## src/sv/ghp_pkg.sv

```systemverilog
// ----------------------------------------------------------------------------
// ghp_pkg: shared types and constants of the generational handle pool
// Pool size, derived widths, command and status codes, port words and the
// control words that pass between the pool's modules.
// ----------------------------------------------------------------------------
package ghp_pkg;

    localparam int SLOTS     = 256;
    localparam int IDX_W     = $clog2(SLOTS);
    localparam int CNT_W     = $clog2(SLOTS + 1);
    localparam int SLOT_ID_W = 8;
    localparam int GEN_W     = 32;
    // compare width wide enough for both a slot id and the pool count
    localparam int CMP_W     = (CNT_W > SLOT_ID_W) ? CNT_W : SLOT_ID_W + 1;

    typedef enum logic [1:0] {
        FUNC_ALLOC = 2'd0,
        FUNC_FREE  = 2'd1,
        FUNC_QUERY = 2'd2,
        FUNC_CLEAR = 2'd3
    } func_t;

    typedef enum logic [1:0] {
        ST_OK   = 2'd0,
        ST_FULL = 2'd1,
        ST_BAD  = 2'd2
    } status_t;

    typedef enum logic [1:0] {
        GSEL_ONE = 2'd0,
        GSEL_MEM = 2'd1,
        GSEL_INC = 2'd2
    } gsel_t;

    typedef struct packed {
        func_t                  func;
        logic [SLOT_ID_W-1:0]   slot_id;
    } req_t;

    typedef struct packed {
        logic [SLOT_ID_W-1:0]   result_slot;
        logic [GEN_W-1:0]       generation;
        logic                   alive;
        status_t                status;
    } rsp_t;

    typedef struct packed {
        logic                   push;
        logic                   pop;
        logic                   clear;
        logic [IDX_W-1:0]       push_id;
    } stack_cmd_t;

    typedef struct packed {
        logic                   en;
        logic [IDX_W-1:0]       addr;
        logic [GEN_W-1:0]       data;
    } gen_wr_t;

endpackage

```

## src/sv/ghp_free_stack.sv

```systemverilog
// ----------------------------------------------------------------------------
// ghp_free_stack: LIFO of freed slot numbers
// Entries live in a memory; the top two are cached in registers so that a
// pop can follow a pop in the next cycle.
// ----------------------------------------------------------------------------
module ghp_free_stack (
    input  logic                        clk,
    input  logic                        rst_n,
    input  ghp_pkg::stack_cmd_t         cmd,
    output logic [ghp_pkg::IDX_W-1:0]   top,
    output logic [ghp_pkg::CNT_W-1:0]   count
);
    import ghp_pkg::*;

    logic [IDX_W-1:0] stack_mem [SLOTS];
    logic [IDX_W-1:0] top_reg;
    logic [IDX_W-1:0] second_reg;
    logic [CNT_W-1:0] count_reg;
    logic [CNT_W-1:0] third_pos;

    // position of the entry that becomes second after a pop
    assign third_pos = count_reg - CNT_W'(3);

    always_ff @(posedge clk or negedge rst_n)
    begin
        if (!rst_n)
        begin
            count_reg <= '0;
        end
        else if (cmd.clear)
        begin
            count_reg <= '0;
        end
        else if (cmd.push)
        begin
            count_reg <= count_reg + CNT_W'(1);
        end
        else if (cmd.pop)
        begin
            count_reg <= count_reg - CNT_W'(1);
        end
    end

    // write the pushed id at its own position, shift the cached pair
    always_ff @(posedge clk)
    begin
        if (cmd.push)
        begin
            stack_mem[count_reg[IDX_W-1:0]] <= cmd.push_id;
            top_reg                         <= cmd.push_id;
            second_reg                      <= top_reg;
        end
        else if (cmd.pop)
        begin
            top_reg    <= second_reg;
            second_reg <= stack_mem[third_pos[IDX_W-1:0]];
        end
    end

    assign top   = top_reg;
    assign count = count_reg;

endmodule

```

## config.mk

```make
export PLATFORM = sky130hd
export DESIGN_NAME = ghp_free_stack
export DESIGN_NICKNAME = d
export VERILOG_FILES = /design/src/sv/ghp_pkg.sv /design/src/sv/ghp_free_stack.sv
export SDC_FILE = /design/constraint.sdc
export NUM_CORES = 2
export LEC_CHECK = 0
export BUFFER_PORTS_ARGS = -buffer_cell sky130_fd_sc_hd__buf_2
export CAP_MARGIN = 10
export CORE_ASPECT_RATIO = 0.9
export CORE_MARGIN = 2
export CORE_UTILIZATION = 39
export CTS_CLUSTER_DIAMETER = 200
export DETAILED_ROUTE_END_ITERATION = 6
export PLACE_DENSITY = 0.52
export SLEW_MARGIN = 20
export SYNTH_ARGS = -nofsm -noshare
export SYNTH_HDL_FRONTEND = slang
export SYNTH_SLANG_ARGS = --single-unit
```

## constraint.sdc

```tcl
create_clock -name clk -period 4 [get_ports clk]
set_input_delay 0.6 -clock clk [delete_from_list [all_inputs] [get_ports clk]]
set_output_delay 0.6 -clock clk [all_outputs]
set_load 0.05 [all_outputs]
```

# Word level (Yosys, flattened, before mapping)
# Memories as Yosys holds them, arrays and structs flattened.
# Index checks and enable logic that the tools add are counted.
# totals
reg_bits	25
memories	1
wordCells	18
ram_bits	2048
in_bits	13
# memory_table
name	depth	word_bits	read_ports	rd_clocked_by_memory_dff	write_ports	line_no	rtl
stack_mem	256	8	1	0	1	ghp_free_stack.sv:15	logic [IDX_W-1:0] stack_mem [SLOTS];
# op_classes
addsub	3
n_mux	9
n_reduce_logical	2
# op_table
cell	n
8-bit two-way mux	4
9-bit two-way mux	3
9-bit by 1-bit adder with 9-bit output (second input constant)	1
9-bit by 1-bit subtractor with 9-bit output (second input constant)	1
8-bit by 2-bit subtractor with 8-bit output (second input constant)	1
3-bit nonzero test	1
1-bit two-way mux	2
2-bit nonzero test	1

# Longest topological paths before layout
# depth
ltp_word	4
depth_mapped	19
ltp_nobuf	10

# Least setup slack after synthesis
# No wires, ideal clock.
# synth_timing
path_type	reg2reg
startpoint	register count_reg[0], in the netlist count[0]
endpoint	register second_reg[0] (data pin)
arrival_time_ps	4530
slack_ps	-803
setup_time_ps	273
path_stages_with_launch	17
path_cell_list	dfrtp_1 -> buf_2 -> buf_6 -> buf_6 -> buf_6 -> buf_4 -> buf_2 -> inv_1 -> ha_1 -> buf_2 -> clkbuf_1 -> buf_1 -> buf_1 -> mux4_2 -> mux4_2 -> a222oi_1 -> nand4_1
# synth_between
elab_chain_cells	4
# synth_rtl
item	line_no	rtl
start: declaration	ghp_free_stack.sv:18	logic [CNT_W-1:0] count_reg;
start signal: assignment	ghp_free_stack.sv:36	count_reg <= count_reg + CNT_W'(1);
start signal: assignment	ghp_free_stack.sv:40	count_reg <= count_reg - CNT_W'(1);
8-bit by 2-bit subtractor with 8-bit output	ghp_free_stack.sv:22	assign third_pos = count_reg - CNT_W'(3);
memory read 256 x 8 bit	-	
8-bit two-way mux	ghp_free_stack.sv:53	else if (cmd.pop)
8-bit two-way mux	ghp_free_stack.sv:47	if (cmd.push)
end signal: assignment	ghp_free_stack.sv:51	second_reg <= top_reg;
end signal: assignment	ghp_free_stack.sv:56	second_reg <= stack_mem[third_pos[IDX_W-1:0]];
end: declaration	ghp_free_stack.sv:17	logic [IDX_W-1:0] second_reg;
# No other way between the ends. The select of a mux whose other input is x is not followed.
# A chain may end at the register's enable or synchronous reset.

# Worst setup path after layout
# layout_timing
startpoint	register count_reg[0], in the netlist count[0]
endpoint	register second_reg[6] (data pin)
# The elaborated chain is that of the path after synthesis.

==> impl_table.tex <==
\begin{tabular}{lr}
\hline
Metric & Value \\
\hline
\multicolumn{2}{l}{\textbf{Power}} \\
Pwr per Cell Area & approximately 560 nW/um\^{}2 \\
Static power due to leakage & roughly 30 nW \\
Sequential fraction of design power & between 40\% and 50\% \\
IR Drop Worst-Case VDD & 0.473 mV \\
Clock group share of total power & 37.1\% \\
Switching part of the total & 26.3\% \\
Switching component of the power & about 14 mW \\
Internal portion of total power & around 39 mW \\
Comb pwr share & $\sim$17\% \\
\multicolumn{2}{l}{\textbf{Synthesis}} \\
Ys Warns & 0 \\
Mean Syn Cell Area & $\sim$22 sq um \\
Most instantiated flip-flop cell in the synthesis netlist & sky130\_fd\_sc\_hd\_\_edfxtp\_1 \\
Syn Std Cell Area & around 81000 sq um \\
Proportion of register bits with asynchronous set or reset after synthesis & less than 1\% \\
Post-synthesis sequential area ratio & approximately three quarters \\
Number of enable flip-flop cells after synthesis & between 2000 and 2500 \\
Cells after synthesis & around 3700 \\
Synthesized net count & 3702 \\
Flip-flop and latch count after synthesis & just over 2000 \\
Number of unique standard cell types used by synthesis & 50 \\
\multicolumn{2}{l}{\textbf{Routing}} \\
Antenna Nets Post-Route & 0 \\
Highest metal layer with signal wires & met4 \\
Post-detailed-route wirelength per cell & approximately 30 um \\
\# DRC & 0 \\
Met2 layer wire length in the routed design & between 90000 and 100000 um \\
Detailed Route Iter0 Violations & 4081 \\
Total routed wire length on the met1 layer & 95300 um \\
Final wirelength & between 200000 and 250000 um \\
Detailed-routing iteration count for the pre-antenna-repair pass & 5 \\
Vias & 38676 \\
Met3 routed wirelength & $\sim$12000 um \\
Vias per inst & between 5 and 6 \\
\multicolumn{2}{l}{\textbf{Clock tree}} \\
Source-to-sink clock delay at the later pin of the worst-skew pair & between 0.8 and 0.9 ns \\
CTS clock-pin slew for the worst setup and hold paths & about 0.060 ns \\
Clock tree from TritonCTS & done \\
CTS max path bufs & 3 \\
TritonCTS buffer count & 210 \\
Buffer cell driving the clock tree root & sky130\_fd\_sc\_hd\_\_clkbuf\_16 \\
Number of sinks handled by clock tree synthesis & 2073 \\
Deepest level of the CTS H-tree & 4 \\
\multicolumn{2}{l}{\textbf{STA}} \\
Worst-case clock skew & just under 0.08 ns \\
Setup TNS & 0 ns \\
Final slew viol count & 0 \\
Unrepaired setup endpoints after global routing & false \\
Top achievable clock speed & 0.259 GHz \\
Final Critical Period & 3.86 ns \\
Setup Viol. Count Final & 0 \\
Worst relative slew slack & a little over a quarter \\
Transition time of the tightest slew-check pin & around 1.1 ns \\
Crit share post-route & slightly below 100\% \\
Number of hold violations in the final report & 0 \\
\multicolumn{2}{l}{\textbf{GRT}} \\
Largest net degree at the start of global routing & between 100 and 150 \\
Global-route congestion overflow total & 0 \\
Total routing resource utilization after global routing & just under 20\% \\
First-pass GRT wire length & around 300000 um \\
Vias in the first global route & 39225 \\
Antenna violations before repair & 7 \\
\multicolumn{2}{l}{\textbf{Finish}} \\
Fraction of final layout cells with drive strength greater than 1 & 31.1\% \\
Final Net Count & about 4000 \\
Most frequent cells in the layout & 2064 x sky130\_fd\_sc\_hd\_\_edfxtp\_1, 592 x sky130\_fd\_sc\_hd\_\_mux4\_2, 355 x sky130\_fd\_sc\_hd\_\_nor2\_1, 338 x sky130\_fd\_sc\_hd\_\_buf\_4, 212 x sky130\_fd\_sc\_hd\_\_clkbuf\_16 \\
Final standard cell count with taps included and fillers excluded & about 7000 \\
Post-Layout Inst Area & 93900 sq um \\
Flip-flop count of the largest register after layout & between 2000 and 2500 \\
Layout-stage area growth over the synthesis result & 16.1\% \\
Post-route core utilization & between 40\% and 50\% \\
Most frequent standard cell in the layout excluding fill and tap cells & sky130\_fd\_sc\_hd\_\_edfxtp\_1 \\
\multicolumn{2}{l}{\textbf{Min path}} \\
Path class of the lowest-slack min-delay path & in -> reg \\
\multicolumn{2}{l}{\textbf{Floorplan}} \\
Height of the die & 436 um \\
Initial cell density of the core & 39.2\% \\
Cell Rows & 158 \\
Die Wd & slightly below 500 um \\
Core area & about 210000 sq um \\
DIE AREA & roughly 210000 sq um \\
I/O pin count & 30 \\
\multicolumn{2}{l}{\textbf{Setup path}} \\
Buffer and inverter count on the worst path & 3 \\
Cell family contributing the most delay on the critical path & compound AO/OA/AOI/OAI gates \\
Top fanout value on the critical path & 35 \\
Critical Setup Path Class & reg -> reg \\
Crit-path max cell delay & between 0.5 and 0.6 ns \\
Cell repeated most along the worst path & sky130\_fd\_sc\_hd\_\_buf\_12 \\
Kind of start point of the critical path & register \\
Ordered list of cells on the worst path & inv\_1 -> ha\_4 -> buf\_12 -> buf\_12 -> mux4\_2 -> and2\_1 -> a211oi\_2 -> a21oi\_1 -> a32oi\_2 -> o311ai\_1 -> a2111o\_1 \\
Data required, critical path & roughly 4.6 ns \\
Worst path arrival time & between 4 and 5 ns \\
Worst path slowest cell & sky130\_fd\_sc\_hd\_\_dfrtp\_4 \\
Crit end category & register \\
\multicolumn{2}{l}{\textbf{Placed design}} \\
Instance area after placement & 87000 sq um \\
Dpl hpwl & around 130000 um \\
Number of buffers inserted by port buffering & 29 \\
Number of placed instances with taps included & 6594 \\
Last weighted congestion value of the routability-driven placer & 0.827 \\
\multicolumn{2}{l}{\textbf{Flow run}} \\
Number of maximum-capacitance violations & 0 \\
\multicolumn{2}{l}{\textbf{Status}} \\
Status & finished clean \\
\hline
\end{tabular}
-- per-layer routing --
layer	vias to the layer above	global-route usage [%]
met5	-	0
met4	0	4.31
met3	219	3.53
met2	1174	30.1
met1	21026	29.5
li1	16257	-
-- cell type report --
class / count / area [sq um]
flip-flops and latches: 2073 / 62200
repair buffers: 414 / 3690
well taps: 2720 / 3400
clock inverters: 133 / 1310
fillers: 17266 / 112000
clock buffers: 260 / 5490
diodes: 2 / 5.00
inverters: 8 / 30.0
multi-input cells: 1382 / 17700
-- stage by stage --
step                setup slack, ns  hold WS, ns  power, mW
floorplan                    0.0395        0.304       29.5
global placement             -0.176        0.512       33.4
detailed placement           -0.179        0.507       33.4
CTS                          0.0496       0.0394       52.7
global route                0.00790       0.0613       53.9
finish                        0.145       0.0939       52.3
-- final timing paths --
check / startpoint / to / slack, ns / cells after the start
min in group asynchronous: rst_n / count[0]$_DFFE_PN0P_ / 0.15 / 2
min reg2reg: count[8]$_DFFE_PN0P_ / count[8]$_DFFE_PN0P_ / 0.54 / 2
max reg2reg: count[0]$_DFFE_PN0P_ / second_reg[6]$_DFFE_PP_ / 0.14 / 11
min: cmd[8] / count[4]$_DFFE_PN0P_ / 0.09 / 2
max: count[0]$_DFFE_PN0P_ / second_reg[6]$_DFFE_PP_ / 0.14 / 11
max in group asynchronous: rst_n / count[0]$_DFFE_PN0P_ / 3.59 / 2
-- power groups by stage --
stage	Sequential, mW	Combinational, mW	Clock (mW)
floorplan	24.8	4.80	0
global placement	24.7	8.67	0
detailed placement	24.7	8.68	0
CTS	24.2	8.71	19.8
global route	24.2	9.08	20.6
finish	24.2	8.63	19.4
-- cell families after synthesis --
kind of cell	synth area share, %
compound gates	1.53
buf+inv	1.30
fa+ha+maj	0.195
xor+xnor	0.204
mux	17.0
simple gates	2.81
flops	76.9
-- synth_stat cells (2+ instances only) --
master,count,area (sq um)
sky130_fd_sc_hd__edfxtp_1,2064,62000
sky130_fd_sc_hd__mux4_2,592,13300
sky130_fd_sc_hd__nor2_1,355,1330
sky130_fd_sc_hd__clkbuf_1,102,383
sky130_fd_sc_hd__buf_2,65,325
sky130_fd_sc_hd__nand2_1,64,240
sky130_fd_sc_hd__a21oi_1,45,225
sky130_fd_sc_hd__a211oi_1,35,263
sky130_fd_sc_hd__mux2i_1,34,340
sky130_fd_sc_hd__o21ai_0,29,145
sky130_fd_sc_hd__a22oi_1,24,180
sky130_fd_sc_hd__and2_1,22,138
sky130_fd_sc_hd__buf_4,21,158
sky130_fd_sc_hd__nand3_1,21,105
sky130_fd_sc_hd__o22ai_1,19,119
sky130_fd_sc_hd__buf_1,17,63.8
sky130_fd_sc_hd__nor2b_1,17,106
sky130_fd_sc_hd__and3_1,16,100
sky130_fd_sc_hd__nor3_1,12,60.1
sky130_fd_sc_hd__ha_1,11,138
sky130_fd_sc_hd__nand4_1,11,68.8
sky130_fd_sc_hd__xnor2_1,11,96.3
sky130_fd_sc_hd__dfrtp_1,9,225
sky130_fd_sc_hd__buf_6,8,90.1
sky130_fd_sc_hd__inv_1,8,30.0
sky130_fd_sc_hd__mux2_2,8,90.1
sky130_fd_sc_hd__a221oi_1,6,52.6
sky130_fd_sc_hd__a222oi_1,6,60.1
sky130_fd_sc_hd__a41o_1,6,60.1
sky130_fd_sc_hd__xor2_1,6,52.6
sky130_fd_sc_hd__nand2b_1,4,25.0
sky130_fd_sc_hd__a32oi_1,3,26.3
sky130_fd_sc_hd__o211ai_1,3,22.5
sky130_fd_sc_hd__a2111o_1,2,22.5
sky130_fd_sc_hd__a41oi_1,2,17.5
sky130_fd_sc_hd__and2_0,2,12.5
sky130_fd_sc_hd__nor4_2,2,25.0
sky130_fd_sc_hd__or2_2,2,12.5
sky130_fd_sc_hd__or3_1,2,12.5
-- timing repair --
item / in CTS / in global routing
hold buffers: 1 / 0
gates cloned: 0 / 0
hold endpoints to repair: 9 / 0
setup buffers: 0 / 2
resized for setup: 3 / 6
pin swaps: 0 / 1
endpoints found under the setup margin: 2 / 4
(Power assumes the default switching activity.)
